<file path="src/rtl/range_scan_corner_detector_unit_defines.svh">
// assertion macros for the range scan corner detector
// needs a clk and an active-low arst_n in the scope of each use
`ifndef RANGE_SCAN_CORNER_DETECTOR_UNIT_DEFINES_SVH
`define RANGE_SCAN_CORNER_DETECTOR_UNIT_DEFINES_SVH

`ifndef SYNTHESIS
`define RSCD_ASSERT_NOW(label, ante, cons) \
	label: assert property (@(posedge clk) disable iff (!arst_n) (ante) |-> (cons)) \
		else $error("rscd assertion failed");
`define RSCD_ASSERT_NEXT(label, ante, cons) \
	label: assert property (@(posedge clk) disable iff (!arst_n) (ante) |=> (cons)) \
		else $error("rscd assertion failed");
`else
`define RSCD_ASSERT_NOW(label, ante, cons)
`define RSCD_ASSERT_NEXT(label, ante, cons)
`endif

`endif

</file>
<file path="src/rtl/rscd_pkg.sv">
// shared constants for the range scan corner detector
// no dependencies
`timescale 1ns / 1ps

package rscd_pkg;

	localparam int MAX_SAMPLES = 4096;
	localparam int SAMPLE_BITS = 16;
	localparam int HALF_WINDOW = 3;
	localparam int WIN_LEN     = 2 * HALF_WINDOW + 1;
	localparam int HIST_LEN    = WIN_LEN - 1;

	localparam int CNT_W  = $clog2(MAX_SAMPLES + 1);
	localparam int IDX_W  = 12;
	localparam int THR_W  = 16;
	localparam int SEP_W  = 4;
	localparam int FRAC_W = 16;
	localparam int PROD_W = THR_W + SAMPLE_BITS;
	localparam int CMP_W  = SAMPLE_BITS + FRAC_W + 2;

	localparam int IN_DATA_W  = 16;
	localparam int OUT_DATA_W = 16;

	localparam int CFG_ADDR_W = 2;
	localparam int CFG_DATA_W = 16;

	localparam logic [CFG_ADDR_W-1:0] REG_REL_THRESHOLD  = CFG_ADDR_W'(0);
	localparam logic [CFG_ADDR_W-1:0] REG_MIN_SEPARATION = CFG_ADDR_W'(1);

	localparam logic [THR_W-1:0] REL_THRESHOLD_RST  = THR_W'(655);
	localparam logic [SEP_W-1:0] MIN_SEPARATION_RST = SEP_W'(3);

	localparam logic [CNT_W-1:0] CNT_MAX   = CNT_W'(MAX_SAMPLES);
	localparam logic [CNT_W-1:0] CNT_FULL  = CNT_W'(2 * HALF_WINDOW);
	localparam logic [CNT_W-1:0] CNT_HALF  = CNT_W'(HALF_WINDOW);

endpackage

</file>
<file path="src/rtl/range_scan_corner_detector_unit.sv">
// range scan corner detector, top level
// depends on rscd_pkg, rscd_corner_test and range_scan_corner_detector_unit_defines.svh
`timescale 1ns / 1ps
`include "range_scan_corner_detector_unit_defines.svh"

// Range samples of a scan enter on the s_ group, one per request, in beam
// order; s_tlast marks the last sample of a scan. Results leave on the m_
// group: m_tuser carries the corner flag, m_tdata the corner index, m_tlast
// marks the result that closes a scan. A sample gives a result when its window
// centre is a corner not suppressed by min_separation, or when it carries
// s_tlast; other samples give none. A result reaches m_tvalid in the cycle
// after its sample is accepted. Throughput is one sample per cycle: the
// window, counter and corner test sit between the input handshake and one
// output register; the corner test is a single 16x16 multiply and compares.
// When the receiver stalls, the output register holds its result and s_tready
// falls only while that register is full and m_tready is low.
// Configuration writes on cfg_we set rel_threshold (index 0) and min_separation
// (index 1); the user must issue them while the block is idle, as the block does not enforce it.
// Reset clears the scan state and loads rel_threshold = 655 and
// min_separation = 3; no output is valid after reset.

module range_scan_corner_detector_unit
	import rscd_pkg::*;
(
	input  logic                  clk,
	input  logic                  arst_n,

	input  logic                  cfg_we,
	input  logic [CFG_ADDR_W-1:0] cfg_addr,
	input  logic [CFG_DATA_W-1:0] cfg_wdata,

	input  logic                  s_tvalid,
	output logic                  s_tready,
	input  logic [IN_DATA_W-1:0]  s_tdata,   // [15:0] range_sample
	input  logic                  s_tlast,   // scan_last

	output logic                  m_tvalid,
	input  logic                  m_tready,
	output logic [OUT_DATA_W-1:0] m_tdata,   // [11:0] corner_index
	output logic                  m_tuser,   // corner_found
	output logic                  m_tlast    // scan_end
);

	logic [THR_W-1:0]       rel_threshold_q;
	logic [SEP_W-1:0]       min_separation_q;

	logic [SAMPLE_BITS-1:0] window_q [HIST_LEN];
	logic [CNT_W-1:0]       count_q;
	logic [IDX_W-1:0]       prev_corner_q;
	logic                   corner_seen_q;

	logic                   out_valid_q;
	logic                   found_q;
	logic [IDX_W-1:0]       index_q;
	logic                   scan_end_q;

	logic                   accept;
	logic [SAMPLE_BITS-1:0] sample;
	logic                   storing;
	logic                   testing;
	logic                   is_corner;
	logic [IDX_W-1:0]       centre_idx;
	logic [IDX_W-1:0]       idx_gap;
	logic                   suppressed;
	logic                   found;

	// config registers
	always_ff @(posedge clk or negedge arst_n) begin
		if (!arst_n) begin
			rel_threshold_q  <= REL_THRESHOLD_RST;
			min_separation_q <= MIN_SEPARATION_RST;
		end else if (cfg_we) begin
			case (cfg_addr)
				REG_REL_THRESHOLD: begin
					rel_threshold_q <= cfg_wdata[THR_W-1:0];
				end
				REG_MIN_SEPARATION: begin
					min_separation_q <= cfg_wdata[SEP_W-1:0];
				end
				default: begin
				end
			endcase
		end
	end

	assign s_tready = !out_valid_q || m_tready;
	assign accept   = s_tvalid && s_tready;
	assign sample   = s_tdata[SAMPLE_BITS-1:0];

	assign storing  = count_q < CNT_MAX;
	assign testing  = storing && (count_q >= CNT_FULL);

	// window_q[0] is the newest stored sample, so the centre after the shift
	// is window_q[HALF_WINDOW-1] and the oldest is the last entry
	rscd_corner_test u_test (
		.newest        (sample),
		.centre        (window_q[HALF_WINDOW-1]),
		.oldest        (window_q[HIST_LEN-1]),
		.rel_threshold (rel_threshold_q),
		.is_corner     (is_corner)
	);

	assign centre_idx = IDX_W'(count_q - CNT_HALF);
	assign idx_gap    = centre_idx - prev_corner_q;
	assign suppressed = corner_seen_q && (centre_idx > prev_corner_q) &&
		(idx_gap <= IDX_W'(min_separation_q));
	assign found      = testing && is_corner && !suppressed;

	// sample history, only read once the scan has filled it
	always_ff @(posedge clk) begin
		if (accept && storing) begin
			window_q[0] <= sample;
			for (int k = 1; k < HIST_LEN; k++) begin
				window_q[k] <= window_q[k-1];
			end
		end
	end

	// scan state
	always_ff @(posedge clk or negedge arst_n) begin
		if (!arst_n) begin
			count_q       <= '0;
			prev_corner_q <= '0;
			corner_seen_q <= 1'b0;
		end else if (accept) begin
			if (s_tlast) begin
				count_q       <= '0;
				prev_corner_q <= '0;
				corner_seen_q <= 1'b0;
			end else begin
				if (storing) begin
					count_q <= count_q + CNT_W'(1);
				end
				if (found) begin
					prev_corner_q <= centre_idx;
					corner_seen_q <= 1'b1;
				end
			end
		end
	end

	// output register
	always_ff @(posedge clk or negedge arst_n) begin
		if (!arst_n) begin
			out_valid_q <= 1'b0;
		end else if (accept) begin
			out_valid_q <= found || s_tlast;
		end else if (m_tready) begin
			out_valid_q <= 1'b0;
		end
	end

	always_ff @(posedge clk) begin
		if (accept) begin
			found_q    <= found;
			index_q    <= found ? centre_idx : '0;
			scan_end_q <= s_tlast;
		end
	end

	assign m_tvalid = out_valid_q;
	assign m_tdata  = {{(OUT_DATA_W - IDX_W){1'b0}}, index_q};
	assign m_tuser  = found_q;
	assign m_tlast  = scan_end_q;

	`RSCD_ASSERT_NOW(a_result_has_cause, out_valid_q, found_q || scan_end_q)
	`RSCD_ASSERT_NOW(a_index_zero_without_corner, out_valid_q && !found_q, index_q == '0)
	`RSCD_ASSERT_NEXT(a_scan_cleared, accept && s_tlast, count_q == '0 && !corner_seen_q)
	`RSCD_ASSERT_NOW(a_count_bounded, 1'b1, count_q <= CNT_MAX)

endmodule

</file>
<file path="src/rtl/rscd_corner_test.sv">
// peak / valley test on the centre of the sample window
// depends on rscd_pkg
`timescale 1ns / 1ps

module rscd_corner_test
	import rscd_pkg::*;
(
	input  logic [SAMPLE_BITS-1:0] newest,
	input  logic [SAMPLE_BITS-1:0] centre,
	input  logic [SAMPLE_BITS-1:0] oldest,
	input  logic [THR_W-1:0]       rel_threshold,
	output logic                   is_corner
);

	logic signed [SAMPLE_BITS:0] back_d;
	logic signed [SAMPLE_BITS:0] fwd_d;
	logic signed [CMP_W-1:0]     back_x;
	logic signed [CMP_W-1:0]     fwd_x;
	logic        [PROD_W-1:0]    prod;
	logic signed [CMP_W-1:0]     thr_x;
	logic signed [CMP_W-1:0]     thr_neg;
	logic                        peak;
	logic                        valley;

	assign back_d = $signed({1'b0, centre}) - $signed({1'b0, oldest});
	assign fwd_d  = $signed({1'b0, newest}) - $signed({1'b0, centre});

	// both differences scaled by 2^16 to meet the q0.16 threshold exactly
	assign back_x = {{(CMP_W - SAMPLE_BITS - 1 - FRAC_W){back_d[SAMPLE_BITS]}},
		back_d, {FRAC_W{1'b0}}};
	assign fwd_x  = {{(CMP_W - SAMPLE_BITS - 1 - FRAC_W){fwd_d[SAMPLE_BITS]}},
		fwd_d, {FRAC_W{1'b0}}};

	assign prod    = PROD_W'(rel_threshold) * PROD_W'(centre);
	assign thr_x   = $signed({{(CMP_W - PROD_W){1'b0}}, prod});
	assign thr_neg = -thr_x;

	assign peak      = (back_x > thr_x) && (fwd_x < thr_neg);
	assign valley    = (fwd_x > thr_x) && (back_x < thr_neg);
	assign is_corner = peak || valley;

endmodule
</file>
<file path="config.mk">
export PLATFORM = sky130hd
export DESIGN_NAME = range_scan_corner_detector_unit
export DESIGN_NICKNAME = d
export VERILOG_FILES = /design/src/rtl/rscd_pkg.sv /design/src/rtl/range_scan_corner_detector_unit.sv /design/src/rtl/rscd_corner_test.sv
export VERILOG_INCLUDE_DIRS = /design/src /design/src/rtl
export SDC_FILE = /design/constraint.sdc
export NUM_CORES = 1
export LEC_CHECK = 0
export ABC_AREA = 1
export BUFFER_PORTS_ARGS = -buffer_cell sky130_fd_sc_hd__buf_2
export CORE_MARGIN = 1
export CORE_UTILIZATION = 55
export DETAILED_ROUTE_END_ITERATION = 12
export GPL_ROUTABILITY_DRIVEN = 0
export PLACE_DENSITY = 0.74
export SYNTH_ARGS = -nofsm -noshare
export SYNTH_HDL_FRONTEND = slang
export SYNTH_SLANG_ARGS = --single-unit
</file>
<file path="constraint.sdc">
create_clock -name clk -period 17 [get_ports clk]
set_clock_uncertainty 0.1 [all_clocks]
set_input_delay 5.1 -clock clk [delete_from_list [all_inputs] [get_ports clk]]
set_output_delay 5.1 -clock clk [all_outputs]
set_load 0.01 [all_outputs]
</file>
# Yosys cells after proc, flatten, opt, wreduce, memory -nomap -nowiden
# Memory sizes are Yosys's and may differ from the RTL's.
# Index checks and enable logic that the tools add are counted.
[word_totals]
reg_bits = 61
ramBits = 96
in_bits = 40
output_inout_bits = 20
wordCells = 58
mem_count = 1
[memory_table]
columns = ["memory", "depth", "word_bits", "rd", "rd_clocked_by_memory_dff", "write_ports", "line_no", "rtl"]
rows = [
  ["window_q", 6, 16, 6, 0, 6, "range_scan_corner_detector_unit.sv:47", "logic [SAMPLE_BITS-1:0] window_q [HIST_LEN];"],
]
[classes]
add_sub_neg = 6
mul = 1
n_lt_le_gt_ge = 8
eq_ne = 1
mux = 10
n_reduce_logical = 22
[op_table]
columns = ["op", "n"]
rows = [
  ["$lt 33x34->1", 2],
  ["$gt 33x33->1", 2],
  ["$neg 32->34", 1],
  ["$sub 16x16->17", 2],
  ["$mul 16x16->32", 1],
  ["$mux 13", 2],
  ["$mux 12", 2],
  ["$add 13x1->13 const B", 1],
  ["$ge 13x3->1 const B", 1],
  ["$lt 13x13->1 const B", 1],
  ["$gt 12x12->1", 1],
  ["$le 12x4->1", 1],
  ["$sub 12x12->12", 1],
  ["$sub 12x2->12 const B", 1],
  ["$logic_and 1x1->1", 9],
  ["$reduce_and 2->1", 4],
  ["$mux 1", 6],
  ["$reduce_bool 2->1", 3],
  ["$logic_or 1x1->1", 3],
  ["$eq 2x1->1 const B", 1],
  ["$logic_not 1->1", 2],
  ["$logic_not 2->1", 1],
]

# Longest topological paths before layout
# Gate-level depths: netlist of run 1.
# An unclocked memory read counts as a cell.
[logic_depth]
ltp_word = 10
mapped_depth = 51
ltp_nobuf = 48

# Cells and area by module
# A second synthesis of run 1 with hierarchy kept.
[hier_totals]
hier_cells = 2769
hier_area_um2 = 20728.6
[by_module_without_submodules]
columns = ["mod", "instances", "cells_each", "area_each_um2", "seq_area_each_um2"]
rows = [
  ["rscd_corner_test", 1, 2200, 14053.5, 0.0],
  ["range_scan_corner_detector_unit", 1, 569, 6675.2, 4489.3],
]

# Least setup slack after synthesis of run 1
# Ideal clock, no wire load.
[synth_timing]
path_type = "input to register"
startpoint = "input port m_tready"
endpoint = "register count_q[8]"
setup_time_ps = 82
t_arrival_ps = 10915
t_required_ps = 16818
path_slack_ps = 5903
path_stages = 12
n_path_buf = 0
path_cell_list = "inv_1 nand2_1 nand2_1 nor2_1 nor2_1 nor3_1 nand2_1 nor2_1 inv_1 o21ai_0 nand2_1 a31oi_1"
[synth_via]
elab_chain_cells = 3
[synth_lines]
columns = ["item", "line_no", "rtl"]
rows = [
  ["start, declared", "range_scan_corner_detector_unit.sv:38", "input logic m_tready,"],
  ["$logic_or 1x1->1", "range_scan_corner_detector_unit.sv:86", "assign s_tready = !out_valid_q || m_tready;"],
  ["via s_tready", "range_scan_corner_detector_unit.sv:33", "output logic s_tready,"],
  ["$logic_and 1x1->1", "range_scan_corner_detector_unit.sv:87", "assign accept = s_tvalid && s_tready;"],
  ["$reduce_and 2->1 (no line)", "-", ""],
  ["end signal, assigned", "range_scan_corner_detector_unit.sv:132", "count_q <= count_q + CNT_W'(1);"],
  ["end, declared", "range_scan_corner_detector_unit.sv:48", "logic [CNT_W-1:0] count_q;"],
]
# The timed path passes the listed nets, and every way through them passes these cells.
# A chain may end at the register's enable or synchronous reset.

# Worst setup path in the final report of run 1
[layout_timing]
startpoint = "input port m_tready"
endpoint = "output port s_tready"
[layout_via]
elab_chain_cells = 1
[layout_lines]
columns = ["item", "line_no"]
rows = [
  ["$logic_or 1x1->1", "range_scan_corner_detector_unit.sv:86"],
  ["end, declared", "range_scan_corner_detector_unit.sv:33"],
]
# Every way passes these cells.

==> out/metrics.yaml, run 1 <==
timing:
  worstMarginPinSlew_ns: 1.03
  fin_setup_tns_ns: 0
  relSlewSlack_pct: 31.4
  post-route-period-util_pct: 62.7
  setup_viol: 0
  fin_crit_ns: 10.66
  fmax_mhz: 93.8
  hold_viol: 0
  rsz0062_at_grt: "false"
  drv_slew: 0
drt:
  finalWirelength_um: 50400
  vias_per_cell: 5.41
  antenna_left: 0
  dr_total_vias: 17100
  drtIter0Drc: 1358
  drc: 0
  route.detailed.wl_per_inst_um: 15.9
  drt_first_pass_iters: 6
clock_tree:
  cts_tree: "yes"
  cts_num_sinks: 157
  path_clk_slew_ns: 0.07
  cts_buffer_depth: 2
  cts_root_buf: "clkbuf_16"
  htreeDepth: 4
  cts_resized: 0
  numCtsBuffers: 17
  clk_latency_ns: 0.44
  post_cts_buffers: 0
  postCtsHoldBufs: 0
yosys:
  synth_seq_cells: 157
  seq_area_frac_synth_pct: 22.1
  synth.cell_area_um2: 20300
  synth.avg_cell_area_um2: 7.62
  postSynthCellCount: 2667
  synth-async-reset-ratio_pct: 29.9
  synth_cell_types: 56
  ys_top_cells_by_area: "fa_1, edfxtp_1, nand2_1"
  synth_area_leader_cell: "fa_1"
  synthTopCellsByCount: "nand2_1, inv_1, ha_1, fa_1, nor2_1"
  yosys_most_used_dff: "edfxtp_1"
  synth-edff-count: 110
  synth_top_area_share_pct: 19.4
  yosysWarnings: 0
  yosys.cell_count.top_type: "nand2_1"
flow_run:
  cap_violations: 0
global_route:
  grt_max_degree: 51
  grt_pass1_vias: 17500
  antenna_found_initial: 0
  grt-ovfl-total: 0
  grt_usage_pct: 28.0
  grt_pass1_wl_um: 84200
floorplan:
  rows: 70
  fp.dieW_um: 194
  die_h_um: 194
  core_um2: 36500
  die_area_um2: 37700
  initial_core_util_pct: 55.7
  io_pins: 60
critical_path:
  cp.arrival_ns: 5.46
  worstSetupPathType: "in2out"
  cp.required_ns: 11.80
  worst-path-max-fanout: 3
  crit_path_end_kind: "output pin"
  start_kind: "primary input"
placement:
  hpwlAfterDp_um: 41000
  port_buffers: 55
run_status:
  status: "completed"
final_layout:
  final_nets: 3127
  layout-drive-gt1-share_pct: 8.04
  areaGrowthSynthToFinish_pct: 6.28
  num_antenna_cells: 0
hold_path:
  worstHoldPathType: "reg2reg"
[metrics by stage]
| step | setup WS, ns | util, % | cell area, um2 | hold slack (ns) | std cells |
|---|---|---|---|---|---|
| 3_3_place_gp | 6.33 | 57.5 | 21000 | 0.301 | 3134 |
| 5_1_grt | 6.31 | 59.2 | 21600 | 0.326 | 3166 |
| 3_5_place_dp | 6.35 | 57.5 | 21000 | 0.305 | 3134 |
| 4_1_cts | 6.34 | 59.2 | 21600 | 0.318 | 3166 |
| 6_report | 6.34 | 59.2 | 21600 | 0.312 | 3166 |
| 2_1_floorplan | 5.90 | - | 20300 | 0.300 | 2670 |
[state kept, by name, summed over array words and instances, names as in the netlist]
signal / count
window_q: 96
rel_threshold_q: 16
count_q: 13
index_q: 12
prev_corner_q: 12
min_separation_q: 4
corner_seen_q: 1
m_tlast: 1
m_tuser: 1
m_tvalid: 1
[path summary, 6_finish.rpt]
kind	startpoint	endpoint	slack, ns	cells past startpoint
worst max-delay path	m_tready	s_tready	6.34	4
worst min-delay path	window_q[3][4]$_DFFE_PP_	window_q[4][4]$_DFFE_PP_	0.31	0
worst max register to register	rel_threshold_q[4]$_DFFE_PN0P_	prev_corner_q[0]$_DFFE_PN0P_	7.99	38
worst min register to register	window_q[3][4]$_DFFE_PP_	window_q[4][4]$_DFFE_PP_	0.31	0
max in group asynchronous	arst_n	prev_corner_q[1]$_DFFE_PN0P_	11.42	1
min in group asynchronous	arst_n	prev_corner_q[9]$_DFFE_PN0P_	4.72	1
[critical path, cell delays in order]
cell and delay, ns:
buf_2 0.10, inv_1 0.04, nand2_1 0.08, buf_2 0.15
[final cells by class]
type / instances / area (um2)
Fill cell: 3289 / 14900
Multi-Input combinational cell: 1794 / 13100
Sequential cell: 157 / 4490
Inverter: 642 / 2410
Tap cell: 468 / 586
Clock buffer: 17 / 425
Timing Repair Buffer: 73 / 410
Clock inverter: 15 / 166
[placed cells by master (no fill, tap or decap), drive strengths merged, types with 2 or more instances in the layout]
master,instances
o21ai,36
xor2,36
o21a,5
nor3b,4
clkinv,9
nand3,144
a21boi,4
and2,4
conb,4
buf,73
dfrtp,39
o31ai,4
o211ai,7
nand3b,3
xnor2,18
inv,647
edfxtp,110
a21o,4
fa,197
ha,205
mux2,12
nor2,160
nand4,41
nor4,5
dfstp,8
nor3,18
a211oi,7
nand2,767
a21oi,90
a31oi,2
o21bai,8
clkbuf,17
[cell families (layout without fill, tap and decap cells)]
family,count (synthesis),after routing,synth area share [%]
AND/OR/NAND/NOR,1149,1149,24.5
buffers and inverters,719,747,13.5
adder cells (fa/ha/maj),403,403,32.1
AO/OA/AOI/OAI,172,172,4.85
flip-flops,157,157,22.1
XOR/XNOR,54,54,2.33
multiplexers,12,12,0.665
other,1,4,0.0184
[layer usage]
layer | part of all wire (%) | up-vias | track usage, %
met5 | 0 | - | 0
met3 | 8.3 | 130 | 5.98
met1 | 42 | 8159 | 36.0
met2 | 47 | 651 | 46.7
met4 | 3.0 | 0 | 9.49
li1 | - | 8190 | -
Power of run 1 is not shown: default switching activity piles up to over one toggle a cycle in this logic, so the estimate is an artifact.
==> run 2: changes to the inputs <==
--- a/config.mk
+++ b/config.mk
@@ -12,7 +12,7 @@
 export CORE_UTILIZATION = 55
 export DETAILED_ROUTE_END_ITERATION = 12
 export GPL_ROUTABILITY_DRIVEN = 0
-export PLACE_DENSITY = 0.74
+export PLACE_DENSITY = 0.77
 export SYNTH_ARGS = -nofsm -noshare
 export SYNTH_HDL_FRONTEND = slang
 export SYNTH_SLANG_ARGS = --single-unit
==> constraint.sdc (replaced) <==
create_clock -name clk -period 8.91 [get_ports clk]
set_clock_uncertainty 0.1 [all_clocks]
set_input_delay 2.673 -clock clk [delete_from_list [all_inputs] [get_ports clk]]
set_output_delay 2.673 -clock clk [all_outputs]
set_load 0.01 [all_outputs]
==> run 2 against run 1 <==
Compared with the run above:
- cell count increased by 0.76%
- sequential share of layout area shrank 0.17 points
- non-clock buffer count is 24 higher
- count of clock-buffer cells in the layout grew 7
- critical path type is now reg2reg
- highest routed layer unchanged
==> out/metrics.yaml, run 2 (same netlist as run 1, synthesis figures left out) <==
critical_path:
  cp.arrival_ns: 8.68
  crit_path_end_kind: "flop"
  worstSetupPathType: "reg2reg"
  slowest_stage: "dfstp_4"
  reg2reg_depth: 39
  rrSetupSlack_ns: 0.51
  cp_num_buf_inv: 7
  r2r-start: "rel_threshold_q[7]$_DFFE_PN1P_"
  start_kind: "flop"
  worst-path-max-fanout: 17
  cpMostUsedCell: "nand2_1"
  timing.rr.end: "prev_corner_q[0]$_DFFE_PN0P_"
  cp.required_ns: 9.20
  critical-path-top-delay-family: "adder cells"
  slowest_delay_ns: 0.76
placement:
  port_buffers: 55
  dp_cells: 3138
  hpwlAfterDp_um: 43900
  pre_cts_ws_ns: 0.275
clock_tree:
  cts_buffer_depth: 2
  numCtsBuffers: 17
  htreeDepth: 4
  cts_tree: "yes"
  cts_num_sinks: 157
  cts_root_buf: "clkbuf_16"
  clk_latency_ns: 0.46
  path_clk_slew_ns: 0.07
  postCtsHoldBufs: 0
drt:
  dr_total_vias: 17600
  finalWirelength_um: 54600
  drc: 0
  vias_per_cell: 5.51
  drtIter0Drc: 1543
  route.detailed.wl_per_inst_um: 17.1
  antenna_left: 0
  drt_first_pass_iters: 7
timing:
  relSlewSlack_pct: 30.9
  drv_slew: 0
  fin_setup_tns_ns: 0
  fin_crit_ns: 8.40
  post-route-period-util_pct: 94.2
  fmax_mhz: 119
  setup_viol: 0
  setup_ws_ns: 0.513
  worstMarginPinSlew_ns: 1.04
  hold_viol: 0
global_route:
  grt_pass1_vias: 17800
  grt_max_degree: 79
  grt_usage_pct: 29.8
  grtUsageMet3_pct: 5.13
  grt_pass1_wl_um: 88800
  antenna_found_initial: 2
  grt_util_met1_pct: 39.6
  grt-ovfl-total: 0
  use_met2_pct: 48.1
  gr-max-usage-layer: "met2"
final_layout:
  largestRegisters: "window_q (96), rel_threshold_q (16), count_q (13)"
  finalNonFillerCells: 3190
  areaGrowthSynthToFinish_pct: 7.82
  post-route-util_pct: 60.0
  layout-drive-gt1-share_pct: 9.18
  final_nets: 3151
  top_register: "window_q"
  final_cell_mix: "nand2_1, inv_1, ha_1, fa_1, nor2_1"
  num_antenna_cells: 0
  largest_reg_flops: 96
  fillers: 3108
  final_common_cell: "nand2_1"
floorplan:
  initial_core_util_pct: 55.7
  die_h_um: 194
  core_um2: 36500
  fp.dieW_um: 194
  die_area_um2: 37700
  rows: 70
  io_pins: 60
hold_path:
  worstHoldPathType: "reg2reg"
  hold_depth: 0
  hold_path_end: "window_q[2][9]$_DFFE_PP_"
  hp-start: "window_q[1][9]$_DFFE_PP_"
flow_run:
  cap_violations: 0
run_status:
  status: "completed"
-- run 2: cell count changes in the layout (fill, tap and decap cells not counted), moves of 3 or more --
cell       previous run  this run
buf_4                18        36
dfrtp_1              39        31
dfrtp_2               0         8
buf_12                0         6
dfstp_2               8         3
dfstp_4               0         5
clkinv_8              4         0
clkbuf_16            17        20
inv_8                 4         1
-- run 2: final cells by class --
cell class,count,area (um2),share of cell area (%)
Clock inverter,8,63.8,0.291
Multi-Input combinational cell,1794,13100,59.9
Timing Repair Buffer,97,666,3.04
Clock buffer,24,539,2.46
Tap cell,468,586,2.67
Sequential cell,157,4520,20.6
Inverter,642,2410,11.0
-- run 2: worst register-to-register path: cells and delay by family, from the launching register on --
| kind | cells | cell delay, ns |
|---|---|---|
| flip-flops | 1 | 0.76 |
| AND/OR/NAND/NOR | 23 | 3.03 |
| buffers and inverters | 7 | 0.40 |
| AO/OA/AOI/OAI | 1 | 0.14 |
| adder cells (fa/ha/maj) | 8 | 3.94 |
-- run 2: metrics by stage --
step / area (um2) / hold slack, ns
2_1_floorplan: 20300 / 0.300
3_3_place_gp: 21000 / 0.300
3_5_place_dp: 21000 / 0.305
4_1_cts: 21600 / 0.319
5_1_grt: 21900 / 0.324
6_report: 21900 / 0.315
-- run 2: what timing repair did --
item / CTS / global route
resized for setup: 0 / 16
setup buffers: 0 / 20
endpoints found under the setup margin: 0 / 27
-- run 2: how the worst max path moves through the flow --
stage	startpoint	end	slack, ns	depth (start not counted)
global route	rel_threshold_q[3]$_DFFE_PN1P_	prev_corner_q[7]$_DFFE_PN0P_	-0.05	39
detailed placement	window_q[2][11]$_DFFE_PP_	prev_corner_q[0]$_DFFE_PN0P_	0.27	39
CTS	window_q[2][11]$_DFFE_PP_	prev_corner_q[0]$_DFFE_PN0P_	0.26	39
finish	rel_threshold_q[7]$_DFFE_PN1P_	prev_corner_q[0]$_DFFE_PN0P_	0.51	39
floorplan	m_tready	count_q[8]$_DFFE_PN0P_	0.24	12
global placement	rel_threshold_q[4]$_DFFE_PN0P_	prev_corner_q[6]$_DFFE_PN0P_	0.47	39
-- run 2: routing by layer --
layer | vias to the layer above | part of all wire (%)
li1 | 8223 | -
met1 | 8293 | 41
met2 | 891 | 46
met3 | 172 | 9.4
met4 | 0 | 3.9
met5 | - | 0
Power of run 2 is left out for the same reason.
==> run 3: changes to the inputs <==
--- a/config.mk
+++ b/config.mk
@@ -13,6 +13,7 @@
 export DETAILED_ROUTE_END_ITERATION = 12
 export GPL_ROUTABILITY_DRIVEN = 0
 export PLACE_DENSITY = 0.77
+export REMOVE_ABC_BUFFERS = 1
 export SYNTH_ARGS = -nofsm -noshare
 export SYNTH_HDL_FRONTEND = slang
 export SYNTH_SLANG_ARGS = --single-unit
==> run 3 against run 2 <==
Compared with the run above:
- non-clock buffer count increased by 8
- global-route usage fell by 1.0 points
- die area unchanged
==> out/metrics.yaml, run 3 (same netlist as run 1, synthesis figures left out) <==
timing:
  rsz0062_at_grt: "false"
  relSlewSlack_pct: 21.3
  setup_viol: 0
  fin_crit_ns: 8.46
  hold_viol: 0
  fmax_mhz: 118
  worstMarginPinSlew_ns: 1.18
  post-route-period-util_pct: 94.9
  drv_slew: 0
  fin_setup_tns_ns: 0
floorplan:
  core_um2: 36500
  fp.dieW_um: 194
  initial_core_util_pct: 55.7
  die_h_um: 194
  die_area_um2: 37700
  io_pins: 60
  rows: 70
flow_run:
  cap_violations: 0
critical_path:
  cp_num_buf_inv: 9
  slowest_delay_ns: 0.59
  cp.required_ns: 9.19
  worstSetupPathType: "reg2reg"
  crit_path_end_kind: "flop"
  worst-path-max-fanout: 15
  start_kind: "flop"
  cpMostUsedCell: "nand2_1"
  critical-path-top-delay-family: "adder cells"
  slowest_stage: "edfxtp_1"
  cp.arrival_ns: 8.74
final_layout:
  largest_reg_flops: 96
  num_antenna_cells: 0
  areaGrowthSynthToFinish_pct: 8.32
  final_common_cell: "nand2_1"
  top_register: "window_q"
  fillers: 3193
  layout-drive-gt1-share_pct: 9.38
  final_cell_mix: "nand2_1, inv_1, ha_1, fa_1, nor2_1"
  largestRegisters: "window_q (96), rel_threshold_q (16), count_q (13)"
  final_nets: 3159
hold_path:
  worstHoldPathType: "reg2reg"
clock_tree:
  htreeDepth: 4
  cts_buffer_depth: 2
  cts_tree: "yes"
  clk_latency_ns: 0.44
  cts_num_sinks: 157
  path_clk_slew_ns: 0.07
  cts_root_buf: "clkbuf_16"
  numCtsBuffers: 17
drt:
  finalWirelength_um: 53400
  antenna_left: 0
  dr_total_vias: 17600
  drtIter0Drc: 1637
  route.detailed.wl_per_inst_um: 16.7
  vias_per_cell: 5.49
  drc: 0
  drt_first_pass_iters: 8
placement:
  port_buffers: 55
  hpwlAfterDp_um: 42500
global_route:
  grt_pass1_wl_um: 86300
  grt_max_degree: 97
  grt_pass1_vias: 17600
  grt_usage_pct: 28.8
  grt-ovfl-total: 0
  antenna_found_initial: 1
run_status:
  status: "completed"
[run 3: cell count changes in the layout (fill, tap and decap cells not counted), moves of 3 or more]
cell       delta
buf_4         +4
dfstp_2       +3
clkbuf_16     -3
dfstp_4       -3
buf_12        +3
bufinv_16     +3
[run 3: timing repair]
item | CTS | global route
setup endpoints to repair | 0 | 27
resized for setup | 0 | 13
setup buffers | 0 | 21
hold buffers | 0 | 0
[run 3: final timing paths]
path / start / endpoint / slack, ns / cells after the start
max: window_q[2][9]$_DFFE_PP_ / prev_corner_q[9]$_DFFE_PN0P_ / 0.45 / 42
max in group asynchronous: arst_n / rel_threshold_q[11]$_DFFE_PN0P_ / 5.62 / 1
min: window_q[0][13]$_DFFE_PP_ / window_q[1][13]$_DFFE_PP_ / 0.32 / 0
min in group asynchronous: arst_n / rel_threshold_q[14]$_DFFE_PN0P_ / 2.34 / 1
max reg2reg: window_q[2][9]$_DFFE_PP_ / prev_corner_q[9]$_DFFE_PN0P_ / 0.45 / 42
min reg2reg: window_q[0][13]$_DFFE_PP_ / window_q[1][13]$_DFFE_PP_ / 0.32 / 0
[run 3: layout make-up]
cell class	count	area, um2	share of cell area [%]
Tap cell	468	586	2.66
Clock inverter	14	184	0.835
Inverter	642	2410	11.0
Multi-Input combinational cell	1794	13100	59.7
Timing Repair Buffer	105	767	3.48
Clock buffer	18	429	1.95
Sequential cell	157	4510	20.5
[run 3: stage by stage]
stage	hold slack [ns]	area (um2)	utilization [%]	std cells	setup slack, ns
after floorplan	0.300	20000	-	2593	0.232
after global placement	0.300	21100	57.8	3145	0.422
after detailed placement	0.305	21100	57.8	3145	0.266
after CTS	0.316	21700	59.4	3177	0.211
after global routing	0.321	22000	60.3	3198	0.00728
final	0.319	22000	60.3	3198	0.455
[run 3: metal layers]
metal	GRT usage, %	vias to the layer above	wire (um)
li1	-	8233	-
met4	13.2	0	2240
met5	0	-	0
met3	2.96	159	3450
met1	37.4	8393	22000
met2	48.7	766	25800
Power of run 3 is left out for the same reason.
